<file path="config.mk">
export PLATFORM = sky130hd
export DESIGN_NAME = vector_stroke_text_generator_top_flat
export DESIGN_NICKNAME = d
export VERILOG_FILES = /design/src/hw/rtl/vstg_pkg.sv /design/src/hw/rtl/vstg_if.sv /design/src/hw/rtl/vstg_glyph_rom.sv /design/src/hw/rtl/vector_stroke_text_generator_top.sv /design/src/flat_wrapper.sv
export SDC_FILE = /design/constraint.sdc
export NUM_CORES = 1
export LEC_CHECK = 0
export ABC_AREA = 0
export BUFFER_PORTS_ARGS = -buffer_cell sky130_fd_sc_hd__buf_4
export CORE_ASPECT_RATIO = 1.25
export CORE_MARGIN = 2
export CORE_UTILIZATION = 40
export DETAILED_ROUTE_END_ITERATION = 6
export GPL_TIMING_DRIVEN = 0
export MAX_ROUTING_LAYER = met4
export SKIP_CTS_REPAIR_TIMING = 1
export SYNTH_ARGS = -nofsm -noshare
export SYNTH_HDL_FRONTEND = slang
export SYNTH_SLANG_ARGS = --single-unit
</file>
<file path="constraint.sdc">
create_clock -name i_clk -period 20.7 [get_ports i_clk]
set_clock_uncertainty 0.15 [all_clocks]
set_input_delay 2.07 -clock i_clk [delete_from_list [all_inputs] [get_ports i_clk]]
set_output_delay 2.07 -clock i_clk [all_outputs]
set_load 0.1 [all_outputs]
</file>
<file path="src/hw/rtl/vstg_pkg.sv">
`default_nettype none
// ----------------------------------------------------------------------------
// vstg_pkg: shared definitions for the vector stroke text generator
// Coordinate width, font contents, glyph directory, state and register codes.
// ----------------------------------------------------------------------------
package vstg_pkg;

    localparam int COORD_BITS          = 16;
    localparam int GLYPH_POINTS_DEF    = 256;
    localparam int SCALE_FRAC_BITS_DEF = 4;

    localparam int STEP_X    = 11;
    localparam int STEP_Y    = 19;
    localparam int FONT_SIZE = 186;
    localparam int GLYPHS    = 37;

    // font word: [3:0] gx, [8:4] -gy, [9] first point of a polyline, [10] zero
    localparam int WORD_W  = 11;
    localparam int MUL_A_W = 5;
    localparam int MUL_B_W = 8;
    localparam int PROD_W  = MUL_A_W + MUL_B_W;
    localparam int DELTA_W = PROD_W + 1;

    localparam int CFG_IDX_W  = 2;
    localparam int CFG_DATA_W = 24;

    typedef logic [WORD_W-1:0]              t_font_word;
    typedef logic signed [COORD_BITS-1:0]   t_coord;
    typedef logic signed [DELTA_W-1:0]      t_delta;

    typedef enum logic [CFG_IDX_W-1:0] {
        CFG_SCALE_X,
        CFG_SCALE_Y,
        CFG_SCREEN_WIDTH,
        CFG_LINE_COLOR
    } t_cfg_idx;

    typedef enum logic [2:0] {
        ST_IDLE,
        ST_FETCH,
        ST_MUL_X,
        ST_MUL_Y,
        ST_EMIT,
        ST_ADV_X,
        ST_WRAP_CHK,
        ST_ADV_Y
    } t_state;

    typedef struct packed {
        logic       known;
        logic [7:0] start;
        logic [2:0] len;
    } t_glyph_info;

    function automatic t_font_word ps(input int x, input int m);
        return WORD_W'(32'h200 | (m << 4) | x);
    endfunction

    function automatic t_font_word pn(input int x, input int m);
        return WORD_W'((m << 4) | x);
    endfunction

    localparam t_font_word FONT [FONT_SIZE] = '{
        // 0 .. 9
        ps(0,0),pn(0,16),pn(8,16),pn(8,0),pn(0,0),pn(0,0),pn(8,16),
        ps(2,0),pn(6,0),ps(4,0),pn(4,16),pn(3,16),
        ps(0,16),pn(8,16),pn(8,8),pn(0,8),pn(0,0),pn(8,0),
        ps(0,16),pn(8,16),pn(8,0),pn(0,0),ps(2,8),pn(8,8),
        ps(0,16),pn(0,8),pn(8,8),ps(8,16),pn(8,0),
        ps(8,16),pn(0,16),pn(0,8),pn(8,8),pn(8,0),pn(0,0),
        ps(8,16),pn(0,16),pn(0,0),pn(8,0),pn(8,8),pn(0,8),
        ps(0,16),pn(8,16),pn(8,0),
        ps(0,0),pn(0,16),pn(8,16),pn(8,0),pn(0,0),ps(0,8),pn(8,8),
        ps(0,0),pn(8,0),pn(8,16),pn(0,16),pn(0,8),pn(8,8),
        // A .. Z
        ps(0,0),pn(4,16),pn(8,0),ps(2,8),pn(6,8),
        ps(0,0),pn(0,16),pn(8,12),pn(0,8),pn(8,4),pn(0,0),
        ps(8,0),pn(0,0),pn(0,16),pn(8,16),
        ps(0,0),pn(0,16),pn(8,8),pn(0,0),
        ps(8,0),pn(0,0),pn(0,16),pn(8,16),ps(0,8),pn(6,8),
        ps(0,0),pn(0,16),pn(8,16),ps(0,8),pn(6,8),
        ps(8,16),pn(0,16),pn(0,0),pn(8,0),pn(8,8),pn(4,8),pn(4,6),
        ps(0,0),pn(0,16),ps(0,8),pn(8,8),ps(8,0),pn(8,16),
        ps(3,0),pn(5,0),ps(3,16),pn(5,16),ps(4,0),pn(4,16),
        ps(8,16),pn(8,0),pn(0,0),pn(0,4),
        ps(0,0),pn(0,16),ps(8,16),pn(0,8),pn(8,0),
        ps(0,16),pn(0,0),pn(8,0),
        ps(0,0),pn(0,16),pn(4,8),pn(8,16),pn(8,0),
        ps(0,0),pn(0,16),pn(8,0),pn(8,16),
        ps(0,0),pn(0,16),pn(8,16),pn(8,0),pn(0,0),
        ps(0,0),pn(0,16),pn(8,16),pn(8,8),pn(0,8),
        ps(0,0),pn(0,16),pn(8,16),pn(8,0),pn(0,0),ps(8,0),pn(4,4),
        ps(0,0),pn(0,16),pn(8,16),pn(8,8),pn(0,8),ps(4,8),pn(8,0),
        ps(8,16),pn(0,16),pn(0,8),pn(8,8),pn(8,0),pn(0,0),
        ps(0,16),pn(8,16),ps(4,0),pn(4,16),
        ps(0,16),pn(0,0),pn(8,0),pn(8,16),
        ps(0,16),pn(4,0),pn(8,16),
        ps(0,16),pn(2,0),pn(4,8),pn(6,0),pn(8,16),
        ps(0,16),pn(8,0),ps(8,16),pn(0,0),
        ps(0,16),pn(4,8),pn(8,16),ps(4,8),pn(4,0),
        ps(0,16),pn(8,16),pn(0,0),pn(8,0)
    };

    // digits, capitals, then space
    localparam logic [7:0] GLYPH_START [GLYPHS] = '{
        8'd0,   8'd7,   8'd12,  8'd18,  8'd24,  8'd29,  8'd35,  8'd41,  8'd44,  8'd51,
        8'd57,  8'd62,  8'd68,  8'd72,  8'd76,  8'd82,  8'd87,  8'd94,  8'd100, 8'd106,
        8'd110, 8'd115, 8'd118, 8'd123, 8'd127, 8'd132, 8'd137, 8'd144, 8'd151, 8'd157,
        8'd161, 8'd165, 8'd168, 8'd173, 8'd177, 8'd182, 8'd186
    };

    localparam logic [2:0] GLYPH_LEN [GLYPHS] = '{
        3'd7, 3'd5, 3'd6, 3'd6, 3'd5, 3'd6, 3'd6, 3'd3, 3'd7, 3'd6,
        3'd5, 3'd6, 3'd4, 3'd4, 3'd6, 3'd5, 3'd7, 3'd6, 3'd6, 3'd4,
        3'd5, 3'd3, 3'd5, 3'd4, 3'd5, 3'd5, 3'd7, 3'd7, 3'd6, 3'd4,
        3'd4, 3'd3, 3'd5, 3'd4, 3'd5, 3'd4, 3'd0
    };

    function automatic t_glyph_info glyph_lookup(input logic [7:0] c);
        logic [5:0]  g;
        t_glyph_info info;
        g          = '0;
        info.known = 1'b1;
        if (c >= 8'h30 && c <= 8'h39) begin
            g = 6'(c - 8'h30);
        end else if (c >= 8'h41 && c <= 8'h5a) begin
            g = 6'(c - 8'h41 + 8'd10);
        end else if (c == 8'h20) begin
            g = 6'd36;
        end else begin
            info.known = 1'b0;
        end
        info.start = GLYPH_START[g];
        info.len   = GLYPH_LEN[g];
        return info;
    endfunction

    // pen plus a scaled offset, clamped to the signed coordinate range
    function automatic t_coord sat_add(input t_coord p, input t_delta d);
        logic signed [COORD_BITS:0] s;
        s = {p[COORD_BITS-1], p} + {{(COORD_BITS+1-DELTA_W){d[DELTA_W-1]}}, d};
        if (s[COORD_BITS] != s[COORD_BITS-1]) begin
            return s[COORD_BITS] ? {1'b1, {(COORD_BITS-1){1'b0}}}
                                 : {1'b0, {(COORD_BITS-1){1'b1}}};
        end
        return s[COORD_BITS-1:0];
    endfunction

endpackage
`default_nettype wire

</file>
<file path="src/hw/rtl/vstg_if.sv">
`default_nettype none
// ----------------------------------------------------------------------------
// vstg_if: character and segment channels
// Valid/ready channels carrying one character request and one line segment.
// ----------------------------------------------------------------------------
interface vstg_char_if import vstg_pkg::*; ();
    logic               valid;
    logic               ready;
    logic [7:0]         char_code;
    logic               message_start;
    logic signed [15:0] start_x;
    logic signed [15:0] start_y;

    modport source (output valid, char_code, message_start, start_x, start_y,
                    input ready);
    modport sink   (input valid, char_code, message_start, start_x, start_y,
                    output ready);
endinterface

interface vstg_seg_if import vstg_pkg::*; ();
    logic               valid;
    logic               ready;
    logic signed [15:0] seg_x0;
    logic signed [15:0] seg_y0;
    logic signed [15:0] seg_x1;
    logic signed [15:0] seg_y1;
    logic               last_segment;

    modport source (output valid, seg_x0, seg_y0, seg_x1, seg_y1, last_segment,
                    input ready);
    modport sink   (input valid, seg_x0, seg_y0, seg_x1, seg_y1, last_segment,
                    output ready);
endinterface
`default_nettype wire

</file>
<file path="src/hw/rtl/vstg_glyph_rom.sv">
`default_nettype none
// ----------------------------------------------------------------------------
// vstg_glyph_rom: stroke font point store
// Constant point table with a registered read; entries past the font are zero.
// ----------------------------------------------------------------------------
module vstg_glyph_rom import vstg_pkg::*; #(
    parameter int DEPTH  = GLYPH_POINTS_DEF,
    parameter int ADDR_W = $clog2(DEPTH)
) (
    input  wire logic              i_clk,
    input  wire logic [ADDR_W-1:0] i_addr,
    output logic [WORD_W-1:0]      o_data
);

    logic [WORD_W-1:0] r_data;

    always_ff @(posedge i_clk) begin
        if (i_addr < ADDR_W'(FONT_SIZE)) begin
            r_data <= FONT[i_addr[7:0]];
        end else begin
            r_data <= '0;
        end
    end

    assign o_data = r_data;

endmodule
`default_nettype wire

</file>
<file path="src/hw/rtl/vector_stroke_text_generator_top.sv">
`default_nettype none
// ----------------------------------------------------------------------------
// vector_stroke_text_generator_top: stroke font character generator
// Turns character requests into scaled, pen-offset line segments.
// ----------------------------------------------------------------------------
// One character request is taken while the block is idle. A code outside
// 0-9, A-Z and space finishes in the cycle it is taken. A known glyph
// walks its points in order (font read, x scale, y scale, segment out),
// then advances the pen and checks for a line wrap, with one more step
// for the y advance when the line wraps; a glyph has at most seven points;
// all scaling shares one small multiplier, and a segment that is not taken
// holds the walk. The last segment of a glyph waits in the output register
// while the next request is accepted.
module vector_stroke_text_generator_top import vstg_pkg::*; #(
    parameter int GLYPH_POINTS    = GLYPH_POINTS_DEF,
    parameter int SCALE_FRAC_BITS = SCALE_FRAC_BITS_DEF
) (
    input  wire logic                  i_clk,
    input  wire logic                  i_rst_n,
    input  wire logic                  i_cfg_we,
    input  wire logic [CFG_IDX_W-1:0]  i_cfg_idx,
    input  wire logic [CFG_DATA_W-1:0] i_cfg_data,
    vstg_char_if.sink                  i_char,
    vstg_seg_if.source                 o_seg
);

    localparam int ADDR_W = $clog2(GLYPH_POINTS);

    t_state r_state, n_state;

    logic [7:0]  r_scale_x, r_scale_y;
    logic [11:0] r_screen_width;

    t_coord r_pen_x, n_pen_x;
    t_coord r_pen_y, n_pen_y;
    t_coord r_line_start_x, n_line_start_x;

    logic [ADDR_W-1:0] r_addr, n_addr;
    logic [2:0]        r_k, n_k;
    logic [2:0]        r_len, n_len;
    t_delta            r_prev_x, n_prev_x, r_prev_y, n_prev_y;
    t_delta            r_cur_x, n_cur_x, r_cur_y, n_cur_y;

    logic   r_out_valid, n_out_valid;
    t_coord r_seg_x0, n_seg_x0, r_seg_y0, n_seg_y0;
    t_coord r_seg_x1, n_seg_x1, r_seg_y1, n_seg_y1;
    logic   r_last, n_last;

    t_font_word  rom_word;
    t_glyph_info ginfo;

    // shared scale unit
    logic [MUL_A_W-1:0] mul_a;
    logic [MUL_B_W-1:0] mul_b;
    logic [PROD_W-1:0]  mul_prod;
    logic [PROD_W-1:0]  mul_res;
    t_delta             mul_delta;

    logic emit_fire;
    logic point_done;
    logic last_point;
    logic wrap;

    vstg_glyph_rom #(
        .DEPTH  (GLYPH_POINTS),
        .ADDR_W (ADDR_W)
    ) u_rom (
        .i_clk  (i_clk),
        .i_addr (r_addr),
        .o_data (rom_word)
    );

    assign mul_prod  = PROD_W'(mul_a) * PROD_W'(mul_b);
    assign mul_res   = mul_prod >> SCALE_FRAC_BITS;
    assign mul_delta = $signed({1'b0, mul_res});

    assign ginfo      = glyph_lookup(i_char.char_code);
    assign last_point = (r_k == 3'(r_len - 3'd1));
    assign wrap       = ($signed({{2{r_pen_x[COORD_BITS-1]}}, r_pen_x}) + 18'sd11)
                        >= $signed({6'd0, r_screen_width});

    assign i_char.ready       = (r_state == ST_IDLE);
    assign o_seg.valid        = r_out_valid;
    assign o_seg.seg_x0       = r_seg_x0;
    assign o_seg.seg_y0       = r_seg_y0;
    assign o_seg.seg_x1       = r_seg_x1;
    assign o_seg.seg_y1       = r_seg_y1;
    assign o_seg.last_segment = r_last;

    always_comb begin
        n_state        = r_state;
        n_pen_x        = r_pen_x;
        n_pen_y        = r_pen_y;
        n_line_start_x = r_line_start_x;
        n_addr         = r_addr;
        n_k            = r_k;
        n_len          = r_len;
        n_prev_x       = r_prev_x;
        n_prev_y       = r_prev_y;
        n_cur_x        = r_cur_x;
        n_cur_y        = r_cur_y;
        n_seg_x0       = r_seg_x0;
        n_seg_y0       = r_seg_y0;
        n_seg_x1       = r_seg_x1;
        n_seg_y1       = r_seg_y1;
        n_last         = r_last;
        mul_a          = '0;
        mul_b          = r_scale_x;
        emit_fire      = 1'b0;
        point_done     = 1'b0;

        unique case (r_state)
            ST_IDLE: begin
                if (i_char.valid) begin
                    if (i_char.message_start) begin
                        n_pen_x        = i_char.start_x;
                        n_line_start_x = i_char.start_x;
                        n_pen_y        = i_char.start_y;
                    end
                    n_addr   = ADDR_W'(ginfo.start);
                    n_len    = ginfo.len;
                    n_k      = '0;
                    n_prev_x = '0;
                    n_prev_y = '0;
                    priority if (!ginfo.known) begin
                        n_state = ST_IDLE;
                    end else if (ginfo.len == 3'd0) begin
                        n_state = ST_ADV_X;
                    end else begin
                        n_state = ST_FETCH;
                    end
                end
            end
            ST_FETCH: begin
                n_state = ST_MUL_X;
            end
            ST_MUL_X: begin
                mul_a   = {1'b0, rom_word[3:0]};
                mul_b   = r_scale_x;
                n_cur_x = mul_delta;
                n_state = ST_MUL_Y;
            end
            ST_MUL_Y: begin
                mul_a   = rom_word[8:4];
                mul_b   = r_scale_y;
                n_cur_y = -mul_delta;
                n_state = ST_EMIT;
            end
            ST_EMIT: begin
                if (rom_word[9]) begin
                    point_done = 1'b1;
                end else if (!r_out_valid || o_seg.ready) begin
                    emit_fire  = 1'b1;
                    point_done = 1'b1;
                    n_seg_x0   = sat_add(r_pen_x, r_prev_x);
                    n_seg_y0   = sat_add(r_pen_y, r_prev_y);
                    n_seg_x1   = sat_add(r_pen_x, r_cur_x);
                    n_seg_y1   = sat_add(r_pen_y, r_cur_y);
                    // every glyph ends on a drawn point
                    n_last     = last_point;
                end
                if (point_done) begin
                    n_prev_x = r_cur_x;
                    n_prev_y = r_cur_y;
                    if (last_point) begin
                        n_state = ST_ADV_X;
                    end else begin
                        n_k     = 3'(r_k + 3'd1);
                        n_addr  = ADDR_W'(r_addr + 1'b1);
                        n_state = ST_FETCH;
                    end
                end
            end
            ST_ADV_X: begin
                mul_a   = MUL_A_W'(STEP_X);
                mul_b   = r_scale_x;
                n_pen_x = sat_add(r_pen_x, mul_delta);
                n_state = ST_WRAP_CHK;
            end
            ST_WRAP_CHK: begin
                if (wrap) begin
                    n_pen_x = r_line_start_x;
                    n_state = ST_ADV_Y;
                end else begin
                    n_state = ST_IDLE;
                end
            end
            ST_ADV_Y: begin
                mul_a   = MUL_A_W'(STEP_Y);
                mul_b   = r_scale_y;
                n_pen_y = sat_add(r_pen_y, mul_delta);
                n_state = ST_IDLE;
            end
            default: begin
                n_state = ST_IDLE;
            end
        endcase

        if (emit_fire) begin
            n_out_valid = 1'b1;
        end else if (o_seg.ready) begin
            n_out_valid = 1'b0;
        end else begin
            n_out_valid = r_out_valid;
        end
    end

    always_ff @(posedge i_clk) begin
        if (!i_rst_n) begin
            r_state <= ST_IDLE;
        end else begin
            r_state <= n_state;
        end
    end

    always_ff @(posedge i_clk) begin
        if (!i_rst_n) begin
            r_out_valid    <= 1'b0;
            r_pen_x        <= '0;
            r_pen_y        <= '0;
            r_line_start_x <= '0;
        end else begin
            r_out_valid    <= n_out_valid;
            r_pen_x        <= n_pen_x;
            r_pen_y        <= n_pen_y;
            r_line_start_x <= n_line_start_x;
        end
    end

    always_ff @(posedge i_clk) begin
        r_addr   <= n_addr;
        r_k      <= n_k;
        r_len    <= n_len;
        r_prev_x <= n_prev_x;
        r_prev_y <= n_prev_y;
        r_cur_x  <= n_cur_x;
        r_cur_y  <= n_cur_y;
        r_seg_x0 <= n_seg_x0;
        r_seg_y0 <= n_seg_y0;
        r_seg_x1 <= n_seg_x1;
        r_seg_y1 <= n_seg_y1;
        r_last   <= n_last;
    end

    always_ff @(posedge i_clk) begin
        if (!i_rst_n) begin
            r_scale_x      <= 8'd16;
            r_scale_y      <= 8'd16;
            r_screen_width <= 12'd640;
        end else if (i_cfg_we) begin
            unique case (t_cfg_idx'(i_cfg_idx))
                CFG_SCALE_X:      r_scale_x      <= i_cfg_data[7:0];
                CFG_SCALE_Y:      r_scale_y      <= i_cfg_data[7:0];
                CFG_SCREEN_WIDTH: r_screen_width <= i_cfg_data[11:0];
                // color belongs to the line drawer, nothing here depends on it
                CFG_LINE_COLOR:   ;
            endcase
        end
    end

    a_seg_from_emit: assert property (@(posedge i_clk) disable iff (!i_rst_n)
        $rose(r_out_valid) |-> $past(r_state) == ST_EMIT)
        else $error("segment raised outside emit step");

    a_no_overwrite: assert property (@(posedge i_clk) disable iff (!i_rst_n)
        (r_state == ST_EMIT && r_out_valid && !o_seg.ready && !rom_word[9])
        |=> r_state == ST_EMIT && $stable(r_seg_x1) && $stable(r_seg_y1))
        else $error("pending segment overwritten");

    a_point_in_glyph: assert property (@(posedge i_clk) disable iff (!i_rst_n)
        (r_state == ST_FETCH || r_state == ST_MUL_X || r_state == ST_MUL_Y
         || r_state == ST_EMIT) |-> (r_len != 3'd0 && r_k < r_len))
        else $error("point walk past glyph end");

    a_wrap_to_line_start: assert property (@(posedge i_clk) disable iff (!i_rst_n)
        (r_state == ST_ADV_Y) |-> r_pen_x == r_line_start_x)
        else $error("wrap did not return pen to line start");

endmodule
`default_nettype wire
</file>
<file path="src/flat_wrapper.sv">
// flat-port wrapper written by rule: the top's interface ports become plain ports
module vector_stroke_text_generator_top_flat import vstg_pkg::*;
#(
    parameter int GLYPH_POINTS    = GLYPH_POINTS_DEF,
    parameter int SCALE_FRAC_BITS = SCALE_FRAC_BITS_DEF
)
  (i_clk, i_rst_n, i_cfg_we, i_cfg_idx, i_cfg_data, i_char_valid, i_char_char_code, i_char_message_start, i_char_start_x, i_char_start_y, i_char_ready, o_seg_valid, o_seg_seg_x0, o_seg_seg_y0, o_seg_seg_x1, o_seg_seg_y1, o_seg_last_segment, o_seg_ready);
  vstg_char_if i_char_i ();
  vstg_seg_if o_seg_i ();
  input  wire logic i_clk;
  input  wire logic i_rst_n;
  input  wire logic i_cfg_we;
  input  wire logic [CFG_IDX_W-1:0] i_cfg_idx;
  input  wire logic [CFG_DATA_W-1:0] i_cfg_data;
  input wire logic [$bits(i_char_i.valid)-1:0] i_char_valid;
  input wire logic [$bits(i_char_i.char_code)-1:0] i_char_char_code;
  input wire logic [$bits(i_char_i.message_start)-1:0] i_char_message_start;
  input wire logic [$bits(i_char_i.start_x)-1:0] i_char_start_x;
  input wire logic [$bits(i_char_i.start_y)-1:0] i_char_start_y;
  output wire logic [$bits(i_char_i.ready)-1:0] i_char_ready;
  output wire logic [$bits(o_seg_i.valid)-1:0] o_seg_valid;
  output wire logic [$bits(o_seg_i.seg_x0)-1:0] o_seg_seg_x0;
  output wire logic [$bits(o_seg_i.seg_y0)-1:0] o_seg_seg_y0;
  output wire logic [$bits(o_seg_i.seg_x1)-1:0] o_seg_seg_x1;
  output wire logic [$bits(o_seg_i.seg_y1)-1:0] o_seg_seg_y1;
  output wire logic [$bits(o_seg_i.last_segment)-1:0] o_seg_last_segment;
  input wire logic [$bits(o_seg_i.ready)-1:0] o_seg_ready;
  assign i_char_i.valid = i_char_valid;
  assign i_char_i.char_code = i_char_char_code;
  assign i_char_i.message_start = i_char_message_start;
  assign i_char_i.start_x = i_char_start_x;
  assign i_char_i.start_y = i_char_start_y;
  assign i_char_ready = i_char_i.ready;
  assign o_seg_valid = o_seg_i.valid;
  assign o_seg_seg_x0 = o_seg_i.seg_x0;
  assign o_seg_seg_y0 = o_seg_i.seg_y0;
  assign o_seg_seg_x1 = o_seg_i.seg_x1;
  assign o_seg_seg_y1 = o_seg_i.seg_y1;
  assign o_seg_last_segment = o_seg_i.last_segment;
  assign o_seg_i.ready = o_seg_ready;
  vector_stroke_text_generator_top #(.GLYPH_POINTS(GLYPH_POINTS), .SCALE_FRAC_BITS(SCALE_FRAC_BITS)) u_core (.i_clk(i_clk), .i_rst_n(i_rst_n), .i_cfg_we(i_cfg_we), .i_cfg_idx(i_cfg_idx), .i_cfg_data(i_cfg_data), .i_char(i_char_i), .o_seg(o_seg_i));
endmodule
</file>
---- Yosys cells after proc, flatten, opt, wreduce, memory -nomap -nowiden ----
Memory sizes are Yosys's and may differ from the RTL's. A register that Yosys moved wholly into a read port is not among the register bits.
Index checks and enable logic that the tools add are counted.
cells by class
  add/subtract/negate cells ............... 14
  $mul .................................... 1
  divide/modulo/power cells ............... 0
  magnitude comparators ................... 7
  eq/ne operators ......................... 22
  shift operators ......................... 0
  multiplexer cells ....................... 84
  bitwise operators ....................... 3
  reduce and logical (&&, ||, !) cells .... 24
operators by type and width
  operator                 number
  $mux W16                 23
  $pmux W14 S2             2
  $add A16 B10 Y17         3
  $add A16 B14 Y17         3
  $mux W8                  6
  $pmux W16 S3             1
  $mux W14                 3
  $mux W3                  11
  $pmux W16 S2             1
  $mux W1                  30
  $pmux W3 S8              1
  $pmux W5 S4              1
  $ge A18 B13 Y1           1
  $mux W6                  3
  $add A16 B5 Y17 const B  1
  $pmux W8 S2              1
  $neg A9 Y14              1
  $mul A5 B8 Y13           1
  $eq A3 B3 Y1 const B     4
  $reduce_and A3 Y1        4
  $reduce_and A2 Y1        5
  $not A8 Y9               1
  $add A8 B1 Y8 const B    1
  $eq A8 B6 Y1 const B     1
  31 further kinds         46
storage, ports and cells
  register bits after elaboration ......... 210
  bits in latches ......................... 0
  RAM bits ................................ 0
  ROM bits ................................ 3520
  input port bits ......................... 72
  word-level logic and storage cells ...... 178
  memories ................................ 3
memories
  name              depth  width  rd ports  clocked after Yosys merged registers in  wr ports  line                  RTL
  (name not given)  256    11     1         1                                        0         vstg_glyph_rom.sv:19  r_data <= FONT[i_addr[7:0]];
  (name not given)  64     8      1         0                                        0         vstg_pkg.sv:133       info.start = GLYPH_START[g];
  (name not given)  64     3      1         0                                        0         vstg_pkg.sv:134       info.len = GLYPH_LEN[g];

---- Longest topological paths before layout ----
Gate-level depths: netlist of run 1.
  depth in word-level cells ............... 13
  mapped depth ............................ 29
  gate-level depth less buffers ........... 27

---- Cells and area by module ----
From an unflattened synthesis of run 1, not the netlist that was laid out.
unflattened totals
  cells, all modules ...................... 1832
  area, all modules ....................... 16449.5 um2
by module, submodules not included
  module                            times used  cells an instance  area an instance (um2)  sequential area each (um2)
  vector_stroke_text_generator_top  1           1570               14543.9                 5355.1
  vstg_glyph_rom                    1           262                1905.6                  180.2

---- Least setup slack after synthesis of run 1 ----
No wires, ideal clock.
  path type ............................... flip-flop to flip-flop
  start point ............................. reg u_core.r_state[2]
  end point ............................... reg u_core.r_pen_x[10]
  arrival ................................. 7.336 ns
  required time ........................... 20.455 ns
  path slack .............................. 13.119 ns
  stages on the path, launching flop included .. 26
  clock period less this slack ............ 7.581 ns
  cells stage by stage .................... dfxtp_1 -> buf_2 -> clkbuf_1 -> nor2_1 -> a22oi_1 -> or2_2 -> fa_1 -> fa_1 -> fa_1 -> inv_1 -> ha_1 -> o21ai_0 -> or4_4 -> nand2_1 -> xor2_1 -> ha_1 -> a21o_1 -> a21oi_2 -> o21ai_1 -> a2111oi_4 -> o31ai_2 -> or4_1 -> a21oi_2 -> buf_4 -> o21ai_0 -> a221oi_1
between the ends
  cells in the longest elaborated chain, start to end .. 10
  elaborated cells on any way between the ends .. 23
ends and longest elaborated chain
  element                                              line                                     RTL
  from (decl)                                          vector_stroke_text_generator_top.sv:29   t_state r_state, n_state;
  from (signal assigned)                               vector_stroke_text_generator_top.sv:212  r_state <= n_state;
  $eq A3 B2 Y1 / $eq A3 B3 Y1 (equally long branches)  -
  $reduce_or A2 Y1 (no source line)                    -
  $mux W8                                              vector_stroke_text_generator_top.sv:112  unique case (r_state)
  $mul A5 B8 Y13 (*)                                   vector_stroke_text_generator_top.sv:73   assign mul_prod = PROD_W'(mul_a) * PROD_W'(mul_b);
  named net u_core.mul_prod[5]                         vector_stroke_text_generator_top.sv:55   logic [PROD_W-1:0] mul_prod;
  $add A16 B10 Y17 (*)                                 vstg_pkg.sv:141                          s = {p[COORD_BITS-1], p} + {{(COORD_BITS+1-DELTA_W){d[DELTA_W-1]}}, d};
  $ne A1 B1 Y1                                         vstg_pkg.sv:142                          if (s[COORD_BITS] != s[COORD_BITS-1]) begin
  $mux W1                                              vstg_pkg.sv:142
  $mux W1                                              vector_stroke_text_generator_top.sv:112
  $mux W16 (*)                                         vstg_pkg.sv:146                          return s[COORD_BITS-1:0];
  $pmux W16 S3 (*)                                     vector_stroke_text_generator_top.sv:112
  to (signal assigned)                                 vector_stroke_text_generator_top.sv:224  r_pen_x <= n_pen_x;
  to (decl)                                            vector_stroke_text_generator_top.sv:34   t_coord r_pen_x, n_pen_x;
The timed path passes the listed nets; every way through them passes the cells marked *. The select of a mux whose other input is x is not followed.
A chain may end at the register's enable or synchronous reset.

---- Final worst setup path of run 1 ----
  start point ............................. reg u_core.r_state[2]
  end point ............................... reg u_core.r_pen_x[4]
The elaborated chain is that of the path after synthesis.

==> flow_summary.toml, run 1 <==
[finish]
fillers = 4096
areaGrowthSynthToFinish_pct = 15.3
finish.net_count = 2341
drive_gt1_frac = 0.112
diodes = 0

[cts]
clk_pin_slew_worst_paths_ns = 0.07
htreeDepth = 1
clockRootBuffer = "sky130_fd_sc_hd__clkbuf_16"
clock_insertion_delay_worst_skew_ns = 0.55
cts_made_buffers = 23
max-clock-path-buffers = 3
numClockSinks = 214
clock_tree_from_tritoncts = "done"

[power]
cell_internal_power_uw = 853
powerDensity_mw_per_mm2 = 65.0
largest_voltage_drop_on_the_vdd_net_uv = 48.3
power.net_switching_uw = 395
sw_frac_of_total = 0.317
power.leakage_uw = 0.00789
share_comb_of_total_power = 0.246
fin_total_pwr_uw = 1250
clkPwrFrac = 0.358
share_seq_of_total_power = 0.396

[job]
maxCapViolations = 0

[hold_path]
hold_path_class = "reg -> reg"

[synthesis]
synth.cell_area_mm2 = 0.0167
synth_edf_count = 125
asyncSetResetFlopFracSynth = 0
synth_area_leaders = "sky130_fd_sc_hd__edfxtp_1 (23%), sky130_fd_sc_hd__dfxtp_1 (11%), sky130_fd_sc_hd__ha_1 (10%)"
netlist.area_leader.share = 0.225
synth_top_flop_cell = "sky130_fd_sc_hd__edfxtp_1"
yosys_warnings = 0
postSynthAreaPerCell_um2 = 8.54
post_synth_inst_count = 1953
synth_sequential_area_ratio = 0.332
synth-seq-cells = 214
mappedNetlistNets = 2184
yosysUniqueCellTypes = 90
yosysTopAreaCell = "sky130_fd_sc_hd__edfxtp_1"

[routing]
via_per_inst = 5.68
post-route-drc-count = 0
final_antenna_net_count = 0
route.detailed.wl_per_inst_um = 19.4
dr.first_iter.drc_count = 944
firstDrtPassIters = 5
vias = 15230
post_route_wl_um = 52000

[sta]
rsz_0062_raised_after_global_routing = "no"
setup-violations-final = 0
timing.final.crit_period_ns = 9.11
maximum_clock_frequency_mhz = 110
worst-slew-pin-transition_ns = 1.15
fin_tns_setup_ns = 0
relSlewSlack = 0.227
report.final.slew_viol_count = 0
final_worst_path_period_share = 0.440
hold_violations = 0

[worst_setup_path]
worstSetupStartpointType = "flip-flop"
critPathBufInv = 4
crit_fanout = 15
worst-endpoint-arrival_ns = 9.36
critPathMostFrequentCell = "sky130_fd_sc_hd__fa_1"
cp_slowest_cell = "sky130_fd_sc_hd__nor2_2"
critical_path.top_delay_family = "compound AO/OA/AOI/OAI gates"
timing.critical_path.to_type = "flip-flop"
worstPathRequired_ns = 20.95
slowest_delay_ns = 0.77
criticalPathCategory = "reg -> reg"

[placed_design]
dpl.hpwl_um = 41300
buffer_ports.inserted = 125
routabilityCongestion = 0.951

[global_routing]
groute.layer.met2.usage = 0.445
grt_first_pass_wirelength_um = 80600
grt.busiest_layer = "met2"
grt-ovfl-total = 0
first_global_vias = 14935
grt_util_met1 = 0.262
grt_max_degree = 16
antenna_violations_before_repair = 1
global_route.usage.total = 0.240
gr-usage-met3 = 0.0201

[floorplan]
num_rows = 83
boundaryPins = 139
start_util = 0.405
floorplan.die_area_mm2 = 0.0433
die_width_um = 187
chipHeight_um = 232
core_mm2 = 0.0411

[status]
run_status = "complete, no violations"
final timing paths:
check,start,endpoint,slack [ns],cells after the start
worst min-delay path,u_core.r_line_start_x[14],u_core.r_line_start_x[14],0.30,2
worst min register to register,u_core.r_line_start_x[14],u_core.r_line_start_x[14],0.30,2
worst max-delay path,u_core.r_state[2],u_core.r_pen_x[4],11.59,26
worst max register to register,u_core.r_state[2],u_core.r_pen_x[4],11.59,26
worst reg2reg max path: stages (launching register included):
cell and delay (ns):
sky130_fd_sc_hd__dfxtp_1 0.29, sky130_fd_sc_hd__buf_2 0.19, sky130_fd_sc_hd__clkbuf_1 0.35, sky130_fd_sc_hd__nor2_2 0.77, sky130_fd_sc_hd__a22oi_1 0.40, sky130_fd_sc_hd__or2_2 0.41, sky130_fd_sc_hd__fa_1 0.47, sky130_fd_sc_hd__fa_1 0.52
sky130_fd_sc_hd__fa_1 0.54, sky130_fd_sc_hd__inv_1 0.04, sky130_fd_sc_hd__ha_1 0.32, sky130_fd_sc_hd__o21ai_0 0.09, sky130_fd_sc_hd__or4_4 0.46, sky130_fd_sc_hd__a21oi_4 0.20, sky130_fd_sc_hd__o41ai_2 0.13, sky130_fd_sc_hd__a21oi_2 0.19
sky130_fd_sc_hd__nor2_1 0.07, sky130_fd_sc_hd__xnor2_1 0.64, sky130_fd_sc_hd__ha_1 0.38, sky130_fd_sc_hd__a21o_1 0.18, sky130_fd_sc_hd__or4_1 0.51, sky130_fd_sc_hd__a31oi_1 0.54, sky130_fd_sc_hd__nor2_1 0.18, sky130_fd_sc_hd__o311a_1 0.44
sky130_fd_sc_hd__clkbuf_1 0.26, sky130_fd_sc_hd__o21ai_0 0.16, sky130_fd_sc_hd__a221oi_1 0.10
layout by cell type (no fill, tap or decap), drive strengths merged, types with 32 or more instances in the layout:
master	instances
a211oi	40
a21oi	178
a31oi	32
and3	38
buf	160
clkbuf	105
dfxtp	89
edfxtp	125
ha	136
inv	122
nand2	199
nand3	40
nor2	161
nor3	37
o21ai	146
xnor2	74
stage by stage:
stage | setup slack, ns | instances | instance area (um^2) | hold WS (ns) | util
2_1_floorplan | 13.12 | 1953 | 16700 | 0.286 | -
3_3_place_gp | 11.19 | 2630 | 18300 | 0.292 | 0.445
3_5_place_dp | 11.15 | 2637 | 18400 | 0.297 | 0.447
4_1_cts | 11.14 | 2679 | 19200 | 0.306 | 0.467
5_1_grt | 11.17 | 2679 | 19200 | 0.330 | 0.467
6_report | 11.59 | 2679 | 19200 | 0.304 | 0.467
power groups by stage:
| stage | combinational (uW) | clock, uW | sequential [uW] |
|---|---|---|---|
| floorplan | 208 | 0 | 497 |
| global placement | 300 | 0 | 503 |
| detailed placement | 303 | 0 | 503 |
| CTS | 304 | 456 | 494 |
| global route | 337 | 470 | 496 |
| finish | 308 | 446 | 495 |
cell type report:
cell class / count / area, um^2 / area share
well taps: 552 / 691 / 0.0359
inverters: 119 / 447 / 0.0232
plain buffers: 105 / 420 / 0.0219
repair buffers: 132 / 1030 / 0.0534
clock buffers: 28 / 657 / 0.0342
flip-flops and latches: 214 / 5540 / 0.288
clock inverters: 14 / 161 / 0.00840
multi-input cells: 1515 / 10300 / 0.535
Yosys cell counts (all sizes together) (17+ instances only):
| master | number |
|---|---|
| o21ai | 146 |
| xor2 | 26 |
| nand3 | 40 |
| nand2 | 199 |
| o22ai | 26 |
| nand2b | 20 |
| edfxtp | 125 |
| clkbuf | 77 |
| a21oi | 178 |
| nor3 | 37 |
| a221oi | 31 |
| xnor2 | 74 |
| buf | 28 |
| nor2 | 161 |
| a211oi | 40 |
| fa | 23 |
| o211ai | 21 |
| nor2b | 31 |
| mux2i | 31 |
| and2 | 21 |
| and3 | 38 |
| o21a | 17 |
| a31oi | 32 |
| inv | 118 |
| a21o | 24 |
| ha | 136 |
| dfxtp | 89 |
flip-flops by register name, summed over array words and instances (netlist names), 12 cells and up:
signal,cells
u_core.o_seg.seg_y0,16
u_core.r_pen_x,16
u_core.r_cur_y,14
u_core.r_line_start_x,16
u_core.o_seg.seg_x0,16
u_core.r_prev_y,14
u_core.o_seg.seg_y1,16
u_core.r_screen_width,12
u_core.r_pen_y,16
u_core.o_seg.seg_x1,16
cells by family after synthesis:
family	count (synthesis)	share of synthesized area
AO/OA/AOI/OAI	607	0.235
XOR/XNOR	100	0.0525
adder cells (fa/ha/maj)	160	0.130
buffers and inverters	224	0.0520
flip-flops	214	0.332
multiplexers	39	0.0254
AND/OR/NAND/NOR	609	0.173
layer usage:
layer,vias to the layer above,share of wire
met5,-,0
met4,0,0.041
met3,120,0.042
met2,449,0.52
met1,7248,0.40
li1,7413,-
Power figures use the tool's default switching activity.
==> inputs of run 2 (changes only) <==
- clock period: 20.7 -> 8.9 ns (I/O delays scaled with it)
==> run 2 against run 1 <==
  * Die area did not move
  * Register-to-register slack worse by 11 ns
  * Maximum frequency increased by 7.0%
  * Via count decreased by 0.24%
  * Worst hold slack barely moved
  * Global-route usage did not move
  * Critical endpoint is now u_core.r_pen_x[10]
  * Largest cell class unchanged
  * Largest power group unchanged
==> flow_summary.toml, run 2 (synthesized netlist as in run 1, its figures left out) <==
[status]
run_status = "complete, no violations"

[global_routing]
global_route.usage.total = 0.240
groute.layer.met2.usage = 0.445
grt.busiest_layer = "met2"
grt-ovfl-total = 0
antenna_violations_before_repair = 1
grt_max_degree = 16
first_global_vias = 14935
grt_util_met1 = 0.262
gr-usage-met3 = 0.0201
grt_first_pass_wirelength_um = 80600

[sta]
setup-violations-final = 0
relSlewSlack = 0.228
timing.final.crit_period_ns = 8.51
hold_violations = 0
worst_hold_slack_ns = 0.304
worst-slew-pin-transition_ns = 1.15
report.final.slew_viol_count = 0
final_worst_path_period_share = 0.957
maximum_clock_frequency_mhz = 117
rsz_0062_raised_after_global_routing = "no"

[power]
power.leakage_uw = 0.00792
powerDensity_mw_per_mm2 = 151
largest_voltage_drop_on_the_vdd_net_uv = 112

[finish]
areaGrowthSynthToFinish_pct = 15.5
most-common-layout-cells = "sky130_fd_sc_hd__nand2_1 (199), sky130_fd_sc_hd__a21oi_1 (174), sky130_fd_sc_hd__nor2_1 (160), sky130_fd_sc_hd__o21ai_0 (141), sky130_fd_sc_hd__ha_1 (136)"
non_filler_cell_area_final_mm2 = 0.0193
postLayoutCoreUtil = 0.468
layout.cells.most_common = "sky130_fd_sc_hd__nand2_1"
drive_gt1_frac = 0.115
finish.net_count = 2341
diodes = 0
post_layout_nonfiller_instances = 2679

[routing]
vias = 15193
firstDrtPassIters = 5
post-route-drc-count = 0
route.detailed.wl_per_inst_um = 19.4
dr.first_iter.drc_count = 976
post_route_wl_um = 52000
final_antenna_net_count = 0
via_per_inst = 5.67

[hold_path]
hold_path_class = "reg -> reg"

[worst_setup_path]
worstPathRequired_ns = 9.19
critical_path.top_delay_family = "compound AO/OA/AOI/OAI gates"
slowest_delay_ns = 0.54
critPathMostFrequentCell = "sky130_fd_sc_hd__fa_1"
crit_fanout = 15
cp_slowest_cell = "sky130_fd_sc_hd__fa_1"
critPathBufInv = 3
timing.critical_path.to_type = "flip-flop"
criticalPathCategory = "reg -> reg"
worst-endpoint-arrival_ns = 8.81
worstSetupStartpointType = "flip-flop"

[floorplan]
num_rows = 83
start_util = 0.405
chipHeight_um = 232
die_width_um = 187
floorplan.die_area_mm2 = 0.0433
core_mm2 = 0.0411
boundaryPins = 139

[placed_design]
placedCellCount = 2637
placement.cell_area_mm2 = 0.0184
dpl.hpwl_um = 41300
buffer_ports.inserted = 125
routabilityCongestion = 0.951

[cts]
htreeDepth = 1
clk_pin_slew_worst_paths_ns = 0.07
cts_made_buffers = 23
clockRootBuffer = "sky130_fd_sc_hd__clkbuf_16"
clock_insertion_delay_worst_skew_ns = 0.55
clock_tree_from_tritoncts = "done"
max-clock-path-buffers = 3
numClockSinks = 214

[job]
maxCapViolations = 0
[run 2: cell count changes in the layout (fill, tap and decap cells not counted), sizes merged]
cell    delta
buf        -1
clkbuf     +1
[run 2: area by class of cell]
class | instances | area, um^2
Buffer | 105 | 423
Clock buffer | 28 | 657
Clock inverter | 14 | 161
Fill cell | 4091 | 21900
Inverter | 119 | 447
Multi-Input combinational cell | 1515 | 10300
Sequential cell | 214 | 5540
Tap cell | 552 | 691
Timing Repair Buffer | 132 | 1030
[run 2: worst paths after layout]
path                                                 from                   endpoint  slack (ns)  cells past startpoint
worst max-delay path                    u_core.r_state[0]         u_core.r_pen_x[10]        0.39                     26
worst min-delay path            u_core.r_line_start_x[14]  u_core.r_line_start_x[14]        0.30                      2
worst max register to register          u_core.r_state[0]         u_core.r_pen_x[10]        0.39                     26
worst min register to register  u_core.r_line_start_x[14]  u_core.r_line_start_x[14]        0.30                      2
[run 2: metal layers]
layer / share of wire / wire length, um
met1: 0.40 / 20600
met5: 0 / 0
met4: 0.042 / 2200
met3: 0.040 / 2080
met2: 0.52 / 27200
[run 2: through the flow]
| step | setup WS, ns | TNS, ns | total power (uW) |
|---|---|---|---|
| floorplan | 1.32 | 0 | 1640 |
| global placement | -0.613 | -11.06 | 1870 |
| detailed placement | -0.646 | -10.65 | 1870 |
| CTS | -0.656 | -11.18 | 2920 |
| global route | 0.0323 | 0 | 3030 |
| finish | 0.387 | 0 | 2900 |
[run 2: power breakdown]
group          leakage [uW]  switching [uW]  internal, uW
combinational       0.00561             454           262
clock              0.000403             418           616
sequential          0.00190            44.0          1110
total               0.00792             916          1980
[run 2: worst min-delay path, delay by kind of cell (launching register included)]
kind / cells / cell delay (ns)
and+or+nand+nor: 1 / 0.05
DFF: 1 / 0.31
AOI/OAI and AO/OA: 1 / 0.05
